==> src/sv/mocf_pkg.sv <==
// Shared constants, operation codes and controller/datapath interface types.
package mocf_pkg;

  localparam int TABLE_DEPTH = 32;
  localparam int KEY_W       = 48;
  localparam int OFS_W       = 16;
  localparam int KIND_W      = 2;

  localparam logic [KIND_W-1:0] KIND_LOOKUP = 2'd0;
  localparam logic [KIND_W-1:0] KIND_INSERT = 2'd1;
  localparam logic [KIND_W-1:0] KIND_CLEAR  = 2'd2;

  // controller -> datapath
  typedef struct packed {
    logic load;     // capture the incoming transaction
    logic clear;    // empty the table
    logic scan;     // one compare step
    logic write;    // insert/update write
    logic set_out;  // move result into output register
  } cmd_t;

  // datapath -> controller
  typedef struct packed {
    logic scan_done;
  } sts_t;

endpackage

==> src/sv/mac_offset_cache_fifo.sv <==
// Top level of the MAC-to-offset cache with FIFO replacement.
// Fully associative MAC-to-offset cache of TABLE_DEPTH entries, one transaction at a time.
// Lookups and inserts scan the valid entries in index order through one registered read
// port of the key/offset memories, comparing one entry per cycle and stopping at the first
// match. A lookup goes from accept through the scan to the result register; an insert
// adds a memory write step after its scan. A clear, or an unused kind, goes straight from
// accept to the result register. A new transaction is accepted while the previous result
// still waits on the output. No clearing pass after reset.
module mac_offset_cache_fifo #(
  parameter int TABLE_DEPTH = mocf_pkg::TABLE_DEPTH
) (
  input  logic        clk,
  input  logic        rst_n,
  input  logic        in_tvalid,
  output logic        in_tready,
  input  logic [63:0] in_tdata,   // [47:0] mac_key, [63:48] offset_in
  input  logic [1:0]  in_tuser,   // [1:0] kind
  output logic        out_tvalid,
  input  logic        out_tready,
  output logic [15:0] out_tdata,  // [15:0] offset_out
  output logic        out_tuser   // [0] hit
);

  mocf_pkg::cmd_t cmd;
  mocf_pkg::sts_t sts;

  mocf_ctrl u_ctrl (
    .clk        (clk),
    .rst_n      (rst_n),
    .in_tvalid  (in_tvalid),
    .in_tready  (in_tready),
    .in_kind    (in_tuser),
    .out_tvalid (out_tvalid),
    .out_tready (out_tready),
    .cmd        (cmd),
    .sts        (sts)
  );

  mocf_dp #(
    .TABLE_DEPTH (TABLE_DEPTH)
  ) u_dp (
    .clk     (clk),
    .rst_n   (rst_n),
    .cmd     (cmd),
    .sts     (sts),
    .in_kind (in_tuser),
    .in_key  (in_tdata[47:0]),
    .in_ofs  (in_tdata[63:48]),
    .out_hit (out_tuser),
    .out_ofs (out_tdata)
  );

endmodule

==> src/sv/mocf_dp.sv <==
// Datapath: key/offset memories, fill count, replace pointer, scan and result registers.
module mocf_dp #(
  parameter int TABLE_DEPTH = mocf_pkg::TABLE_DEPTH
) (
  input  logic                        clk,
  input  logic                        rst_n,
  input  mocf_pkg::cmd_t              cmd,
  output mocf_pkg::sts_t              sts,
  input  logic [mocf_pkg::KIND_W-1:0] in_kind,
  input  logic [mocf_pkg::KEY_W-1:0]  in_key,
  input  logic [mocf_pkg::OFS_W-1:0]  in_ofs,
  output logic                        out_hit,
  output logic [mocf_pkg::OFS_W-1:0]  out_ofs
);

  localparam int IDX_W = (TABLE_DEPTH > 1) ? $clog2(TABLE_DEPTH) : 1;
  localparam int CNT_W = $clog2(TABLE_DEPTH + 1);
  localparam logic [CNT_W-1:0] DEPTH_C = CNT_W'(TABLE_DEPTH);
  localparam logic [IDX_W-1:0] LAST_C  = IDX_W'(TABLE_DEPTH - 1);

  logic [mocf_pkg::KEY_W-1:0] key_mem [TABLE_DEPTH];
  logic [mocf_pkg::OFS_W-1:0] val_mem [TABLE_DEPTH];

  logic [mocf_pkg::KIND_W-1:0] kind_r;
  logic [mocf_pkg::KEY_W-1:0]  key_r;
  logic [mocf_pkg::OFS_W-1:0]  ofs_r;
  logic [CNT_W-1:0]            fill_r, fill_nxt;
  logic [IDX_W-1:0]            ptr_r, ptr_nxt;
  logic [CNT_W-1:0]            rd_idx_r;
  logic                        cmp_vld_r;
  logic [IDX_W-1:0]            cmp_idx_r;
  logic [mocf_pkg::KEY_W-1:0]  key_q_r;
  logic [mocf_pkg::OFS_W-1:0]  val_q_r;
  logic                        hit_r;
  logic [IDX_W-1:0]            hit_idx_r;
  logic [mocf_pkg::OFS_W-1:0]  res_ofs_r;
  logic                        out_hit_r;
  logic [mocf_pkg::OFS_W-1:0]  out_ofs_r;

  logic                        rd_more;
  logic                        match;
  logic                        wr_en;
  logic                        wr_key;
  logic [IDX_W-1:0]            wr_addr;

  assign rd_more = (rd_idx_r < fill_r);
  assign match   = cmd.scan && cmp_vld_r && (key_q_r == key_r);
  // the entry in the compare stage is checked this cycle, so nothing is left once reads run out
  assign sts.scan_done = match || !rd_more;

  // clear resets fill and pointer; insert/update: hit rewrites the offset, miss appends or overwrites in FIFO order
  always_comb begin
    fill_nxt = fill_r;
    ptr_nxt  = ptr_r;
    wr_en    = 1'b0;
    wr_key   = 1'b0;
    wr_addr  = ptr_r;
    if (cmd.clear) begin
      fill_nxt = '0;
      ptr_nxt  = '0;
    end else if (cmd.write) begin
      wr_en = 1'b1;
      if (hit_r) begin
        wr_addr = hit_idx_r;
      end else if (fill_r < DEPTH_C) begin
        wr_key   = 1'b1;
        wr_addr  = fill_r[IDX_W-1:0];
        fill_nxt = fill_r + CNT_W'(1);
      end else begin
        wr_key  = 1'b1;
        wr_addr = ptr_r;
        ptr_nxt = (ptr_r == LAST_C) ? '0 : ptr_r + IDX_W'(1);
      end
    end
  end

  always_ff @(posedge clk) begin
    if (!rst_n) begin
      fill_r    <= '0;
      ptr_r     <= '0;
      rd_idx_r  <= '0;
      cmp_vld_r <= 1'b0;
    end else begin
      fill_r <= fill_nxt;
      ptr_r  <= ptr_nxt;
      if (cmd.load) begin
        rd_idx_r  <= '0;
        cmp_vld_r <= 1'b0;
      end else if (cmd.scan) begin
        rd_idx_r  <= rd_more ? rd_idx_r + CNT_W'(1) : rd_idx_r;
        cmp_vld_r <= rd_more;
      end
    end
  end

  // memories: one write port, one registered read port each
  always_ff @(posedge clk) begin
    if (wr_en) begin
      val_mem[wr_addr] <= ofs_r;
      if (wr_key) begin
        key_mem[wr_addr] <= key_r;
      end
    end
    if (cmd.scan) begin
      key_q_r   <= key_mem[rd_idx_r[IDX_W-1:0]];
      val_q_r   <= val_mem[rd_idx_r[IDX_W-1:0]];
      cmp_idx_r <= rd_idx_r[IDX_W-1:0];
    end
  end

  always_ff @(posedge clk) begin
    if (cmd.load) begin
      kind_r    <= in_kind;
      key_r     <= in_key;
      ofs_r     <= in_ofs;
      hit_r     <= 1'b0;
      res_ofs_r <= '0;
    end else if (match) begin
      hit_r     <= 1'b1;
      hit_idx_r <= cmp_idx_r;
      if (kind_r == mocf_pkg::KIND_LOOKUP) begin
        res_ofs_r <= val_q_r;
      end
    end
    if (cmd.set_out) begin
      out_hit_r <= hit_r;
      out_ofs_r <= res_ofs_r;
    end
  end

  assign out_hit = out_hit_r;
  assign out_ofs = out_ofs_r;

endmodule

==> src/sv/mocf_ctrl.sv <==
// Controller: sequences accept, scan, write and result hand-off.
module mocf_ctrl (
  input  logic                        clk,
  input  logic                        rst_n,
  input  logic                        in_tvalid,
  output logic                        in_tready,
  input  logic [mocf_pkg::KIND_W-1:0] in_kind,
  output logic                        out_tvalid,
  input  logic                        out_tready,
  output mocf_pkg::cmd_t              cmd,
  input  mocf_pkg::sts_t              sts
);

  typedef enum logic [3:0] {
    S_IDLE  = 4'b0001,
    S_SCAN  = 4'b0010,
    S_WRITE = 4'b0100,
    S_DONE  = 4'b1000
  } state_t;

  state_t                      state_r, state_nxt;
  logic                        out_valid_r, out_valid_nxt;
  logic [mocf_pkg::KIND_W-1:0] kind_r, kind_nxt;
  logic                        accept;

  assign in_tready  = (state_r == S_IDLE);
  assign accept     = in_tvalid && in_tready;
  assign out_tvalid = out_valid_r;

  always_comb begin
    state_nxt   = state_r;
    kind_nxt    = kind_r;
    cmd         = '0;
    case (state_r)
      S_IDLE: begin
        if (accept) begin
          cmd.load = 1'b1;
          kind_nxt = in_kind;
          if (in_kind == mocf_pkg::KIND_LOOKUP || in_kind == mocf_pkg::KIND_INSERT) begin
            state_nxt = S_SCAN;
          end else begin
            cmd.clear = (in_kind == mocf_pkg::KIND_CLEAR);
            state_nxt = S_DONE;
          end
        end
      end
      S_SCAN: begin
        cmd.scan = 1'b1;
        if (sts.scan_done) begin
          state_nxt = (kind_r == mocf_pkg::KIND_INSERT) ? S_WRITE : S_DONE;
        end
      end
      S_WRITE: begin
        cmd.write = 1'b1;
        state_nxt = S_DONE;
      end
      S_DONE: begin
        if (!out_valid_r || out_tready) begin
          cmd.set_out = 1'b1;
          state_nxt   = S_IDLE;
        end
      end
      default: begin
        state_nxt = S_IDLE;
      end
    endcase
  end

  always_comb begin
    if (cmd.set_out) begin
      out_valid_nxt = 1'b1;
    end else if (out_valid_r && out_tready) begin
      out_valid_nxt = 1'b0;
    end else begin
      out_valid_nxt = out_valid_r;
    end
  end

  always_ff @(posedge clk) begin
    if (!rst_n) begin
      state_r     <= S_IDLE;
      out_valid_r <= 1'b0;
      kind_r      <= mocf_pkg::KIND_LOOKUP;
    end else begin
      state_r     <= state_nxt;
      out_valid_r <= out_valid_nxt;
      kind_r      <= kind_nxt;
    end
  end

endmodule

==> config.mk <==
export PLATFORM = sky130hd
export DESIGN_NAME = mac_offset_cache_fifo
export DESIGN_NICKNAME = d
export VERILOG_FILES = /design/src/sv/mocf_pkg.sv /design/src/sv/mac_offset_cache_fifo.sv /design/src/sv/mocf_dp.sv /design/src/sv/mocf_ctrl.sv
export SDC_FILE = /design/constraint.sdc
export NUM_CORES = 2
export LEC_CHECK = 0
export ABC_AREA = 1
export BUFFER_PORTS_ARGS = -buffer_cell sky130_fd_sc_hd__buf_4
export CORE_ASPECT_RATIO = 1.2
export CORE_MARGIN = 2
export CORE_UTILIZATION = 50
export CTS_CLUSTER_DIAMETER = 50
export DETAILED_ROUTE_END_ITERATION = 10
export GPL_TIMING_DRIVEN = 0
export PLACE_DENSITY_LB_ADDON = 0.05
export SYNTH_ARGS = -nofsm -noshare
export SYNTH_HDL_FRONTEND = slang
export SYNTH_HIERARCHICAL = 1
export SYNTH_SLANG_ARGS = --single-unit
==> constraint.sdc <==
create_clock -name clk -period 6.33 [get_ports clk]
set_input_delay 0.633 -clock clk [delete_from_list [all_inputs] [get_ports clk]]
set_output_delay 0.633 -clock clk [all_outputs]
set_load 0.02 [all_outputs]
== Yosys cells after proc, flatten, opt, wreduce, memory -nomap -nowiden ==
Memory sizes are Yosys's and may differ from the RTL's. A register that Yosys moved wholly into a read port is not among the register bits.
Index checks and enable logic that the tools add are counted.

* $add $sub $neg: 3
* $lt $le $gt $ge: 2
* Eq/ne operators: 12
* Multiplexer cells: 30
* Bitwise operators: 4
* Reductions and logical operators: 21

{| class="wikitable"
|+ Operators by type and width
! operator !! count
|-
| == test 48 bit || 1
|-
| 2-to-1 mux 5 bit || 5
|-
| 2-to-1 mux 4 bit || 5
|-
| 2-to-1 mux 1 bit || 17
|-
| one-hot mux 4 bit (4 select lines) || 1
|-
| adder 6 x 1 -> 6 bit (second input constant) || 2
|-
| AND reduction 3 bit || 3
|-
| AND reduction 2 bit || 4
|-
| less-than comparator 6 bit || 1
|-
| less-than comparator 6 bit (second input constant) || 1
|-
| adder 5 x 1 -> 5 bit (second input constant) || 1
|-
| == test 5 bit (second input constant) || 1
|-
| == test 2 x 1 -> 1 bit (second input constant) || 2
|-
| == test 4 x 1 -> 1 bit (second input constant) || 1
|-
| == test 4 x 2 -> 1 bit (second input constant) || 1
|-
| == test 4 x 3 -> 1 bit (second input constant) || 1
|-
| == test 4 bit (second input constant) || 1
|-
| logical AND 1 bit || 4
|-
| zero test 2 bit || 2
|-
| 2-to-1 mux 2 bit || 2
|-
| inequality test 2 bit (second input constant) || 2
|-
| NOT 1 bit || 4
|-
| OR reduction 2 bit || 2
|-
| logical OR 1 bit || 3
|-
| 4 further kinds || 5
|}

* Register bits: 135
* RAM bits: 2048
* Output and inout port bits: 19
* Logic and storage cells: 90
* Memories kept: 2

{| class="wikitable"
|+ Memories
! name !! depth !! bits a word !! rd ports !! clocked after memory_dff !! write ports !! line !! RTL
|-
| u_dp.key_mem || 32 || 48 || 1 || 1 || 1 || mocf_dp.sv:21 || <nowiki>logic [mocf_pkg::KEY_W-1:0] key_mem [TABLE_DEPTH];</nowiki>
|-
| u_dp.val_mem || 32 || 16 || 1 || 1 || 1 || mocf_dp.sv:22 || <nowiki>logic [mocf_pkg::OFS_W-1:0] val_mem [TABLE_DEPTH];</nowiki>
|}

== Logic depth before layout (Yosys ltp) ==
* Word-level depth: 9
* Depth in mapped cells: 18
* Depth with buffers taken out: 17

== Hierarchy ==
The synthesis kept the hierarchy.

{| class="wikitable"
|+ By module, submodules not included
! module !! times used !! cells each !! area an instance (um^2)
|-
| mocf_dp || 1 || 6750 || 88107.0
|-
| mocf_ctrl || 1 || 57 || 405.4
|}

== Least setup slack after synthesis ==
Ideal clock, no wire load.

* Kind: input to register
* Start: in in_tuser[1]
* End: mem u_dp/key_mem[26][0] in the netlist's numbering, enable pin
* Setup time: 0.513 ns
* Arrival time: 5.182 ns
* Data required time: 5.817 ns
* Path slack: 0.635 ns
* Stages: 8
* Buffers on the path: 2
* Path through: nand4_1 -> nor3_1 -> nor2_2 -> buf_4 -> o221ai_2 -> nand3_1 -> buf_2 -> nor3_1

{| class="wikitable"
|+ RTL lines
! item !! line !! RTL
|-
| start, declared || mac_offset_cache_fifo.sv:17 || <nowiki>input logic [1:0] in_tuser,</nowiki>
|-
| end, declared || mocf_dp.sv:21 ||
|}

==> metrics.md <==
| Metric | Value |
|---|---|
| Combinational power share | 0.015 |
| EDFF count, synth | 2,205 |
| Clock latency on the worst-skew pair | between 0.9 and 1 ns |
| Initial Util | 0.502 |
| Setup tns final | 0 ns |
| First-pass GRT wire length | 494,000 µm |
| Post-route ant nets | 0 |
| Distinct cells, synth | 47 |
| Prevailing post-synth register cell | edfxtp_1 |
| RSZ-0062 raised after global routing | false |
| Worst setup SP type | flip-flop |
| XOR/XNOR Fraction of Synth Area | 0.000693 |
| Gr usage total | 0.406 |
| # setup viols final | 0 |
| Buf/Inv on CP | 3 |
| Post-synthesis mux area share | 0 |
| Root Buffer | clkbuf_16 |
| Hold Path End | u_ctrl/out_tvalid |
| Initial antenna violation count | 24 |
| Ports | 89 |
| Clk_skew | 0.0379 ns |
| Clock share of power | 0.436 |
| Post-Synth Adder-Cell Area | 0.00127 |
| H-Tree Depth | 4 |
| Switching Share | 0.212 |
| Mean Syn Cell Area | 13.0 µm² |
| Total gr overflow | 0 |
| Status | finished with violations |
| Area contributors post-synth | edfxtp_1, nor2_1, o21ai_0, o22ai_1, nand2_1 |
| Final #Nets | 7,567 |
| Setup ws final | ~1.3 ns |
| Worst vdd ir | 0.246 mV |
| Avg Vias per Cell | 6.47 |
| Net Count, Synth | roughly 6,900 |
| Fillers | about 14,000 |
| Die area | between 0.15 and 0.2 mm² |
| Combinational family with the most area after synthesis | compound AO/OA/AOI/OAI gates |
| Largest net degree at the start of global routing | 41 |
| Crit-path max cell delay | between 0.9 and 1 ns |
| Max cap viols | 5 |
| Register area share after synthesis | 0.758 |
| Top routing layer used | met5 |
| CTS tree | done |
| WP data arrival | approximately 5.6 ns |
| Placed wire-length estimate | 270,000 µm |
| Place WS | 1.73 ns |
| Setup Buffers After CTS | 0 |
| Reg-to-Reg End | u_dp/val_q_r[6] |
| Pint | 0.0242 W |
| Synth top cells by count | edfxtp_1, nor2_1, o21ai_0 |
| Flop pwr share | 0.549 |
| Power Dens Cells | 294 mW/mm² |
| Drt pass-1 iters | 6 |
| Failing checks | capacitance limit, slew limit |
| Routed wire length | 371,000 µm |
| Die H | 465 µm |
| Switching power | 0.00651 W |
| Worst Path Max Fanout | 15 |
| Critical Path Source | u_dp/rd_idx_r[2] |
| Worst endpoint required time | 6.85 ns |
| WL met2 | 168,000 µm |
| Worst hold stages | 4 |
| Worst slew margin | -0.0870 |
| DR iter-0 viols | 10,400 |
| Synth Area in Simple Gates | 0.0979 |
| Synth Area in Compound Gates | 0.109 |
| Deepest clock path buffer count | 3 |
| Area delta synth->final | 18.1% |
| Final period util | 0.794 |
| Synth warn | 6 |
| Post-CTS Hold Buffers | 68 |
| Max Clk Rate | roughly 0.2 GHz |
| Met3 WL | 41,200 µm |
| P_leak | 35.5 nW |
| Rows | 169 |
| Synthesized area | 0.0885 mm² |
| Chip width | slightly below 400 µm |
| Max-slew violations | 66 |
| CTS sink count | 2,247 |
| CP Capture Type | flip-flop |
| Async SR Flop Fraction | 0 |
| Core area | 0.176 mm² |
| Vias in the first global route | 59,400 |
| Final hold violations | 0 |
| Reg2Reg Setup Slack | 1.31 ns |
| CTS Buf Count | 224 |
| M1 wire length | 128,000 µm |
| Synth Register Bits | 2,247 |
| Worst r2r path cells | 8 |
| Share of cells above drive strength 1 | 0.133 |
| Synth top area share | 0.748 |
| Tightest Pin Transition | approximately 1.6 ns |
| Hold slack | 0.0425 ns |
| Slowest CP cell | nor2_1 |
| Crit path kind | flip-flop to flip-flop |
| Post-CTS sizing | 0 |
| DRC viols | 0 |
| Hold WC Path Type | input port to flip-flop |
| Vias | 64,800 |
| Min Clock Period, post-route | just over 5 ns |
| Clock-pin slew on the worst setup and hold paths | 0.06 ns |
| Crit-path cells | nand2_1 -> clkinv_1 -> buf_2 -> clkbuf_1 -> nand2_1 -> nand3_1 -> nor2_1 -> nor2_1 |
| Port buffer count | 88 |
| Area leader, netlist | edfxtp_1 |
| Placer Congestion | roughly 1 |
| Reg2reg start | u_dp/rd_idx_r[2] |
| Worst hold start | out_tready |
| Mapped Cells | 6,807 |
| Most frequent cell after synthesis | edfxtp_1 |
| Crit path max-delay family | buffers and inverters |
| DR WL/cell | 37.1 µm |
[state kept, by name, summed over array words and instances (netlist names), 16 cells and up]
name	cells
u_dp/ofs_r	16
u_dp/key_mem	1536
u_dp/out_ofs	16
u_dp/res_ofs_r	16
u_dp/val_q_r	16
u_dp/val_mem	512
u_dp/key_r	48
u_dp/key_q_r	48
[cells in the final DEF (no fill, tap or decap), drive strengths merged, types with 9 or more instances in the layout]
master	netlist	routed
a31oi	38	38
nand4	39	39
nand2	452	452
o21ai	1132	1132
clkinv	1	106
buf	220	607
nor2	1433	1433
ha	9	9
nor3	47	47
o21a	14	14
bufinv	0	21
clkinvlp	0	11
clkbuf	220	486
dlygate4sd3	0	68
edfxtp	2205	2205
diode	0	19
or2	10	10
o211ai	87	87
nand3	178	178
inv	196	213
o22ai	325	325
dfxtp	42	42
a21oi	74	74
o221ai	63	63
[cell families after synthesis]
kind of cell / Yosys count
fa+ha+maj: 9
simple gates: 2168
buf+inv: 637
compound gates: 1739
flops: 2247
xor+xnor: 7
[tightest hold or removal path, stage by stage]
cell and delay (ns):
buf_4 0.08, nor2_1 0.05, nor2_1 0.10, nor2_1 0.04
[layer usage]
layer	track usage	vias up
met1	0.503	32500
met2	0.627	4733
met5	0	-
met3	0.0851	1181
met4	0.312	12
li1	-	26400
[worst max path at each step]
stage	to	slack [ns]	depth (start not counted)
floorplan	u_dp/key_mem[26][0]	0.63	8
global placement	u_dp/key_mem[15][18]	-6.69	10
detailed placement	u_dp/val_q_r[6]	1.73	8
CTS	u_ctrl/state_r[0]	1.68	15
global route	u_ctrl/state_r[0]	1.35	15
finish	u_dp/val_q_r[6]	1.31	8
[stage by stage]
step	total power, W	util	area (µm²)	instances
global placement	0.0175	0.522	92100	9203
CTS	0.0307	0.591	104000	9980
global route	0.0313	0.593	105000	9994
detailed placement	0.0176	0.546	96300	9492
finish	0.0307	0.593	105000	10000
floorplan	0.0171	-	88500	6807
[power by group through the flow]
stage / clock [W] / combinational, W / sequential (W)
finish: 0.0134 / 0.000447 / 0.0169
global route: 0.0140 / 0.000462 / 0.0169
CTS: 0.0134 / 0.000366 / 0.0169
detailed placement: 0 / 0.000331 / 0.0172
global placement: 0 / 0.000218 / 0.0173
floorplan: 0 / 0.000107 / 0.0170
[area by class of cell]
| cell class | instances | area (µm²) | area share |
|---|---|---|---|
| buffer | 440 | 2180 | 0.0209 |
| tap | 2308 | 2890 | 0.0276 |
| sequential | 2247 | 67100 | 0.641 |
| inverter | 197 | 744 | 0.00712 |
| timing repair buffer | 455 | 5400 | 0.0516 |
| clock inverter | 154 | 1420 | 0.0136 |
| multi-input combinational | 3923 | 18900 | 0.181 |
| clock buffer | 266 | 5880 | 0.0562 |
| antenna | 19 | 47.5 | 0.000455 |
Power figures use the tool's default switching activity.
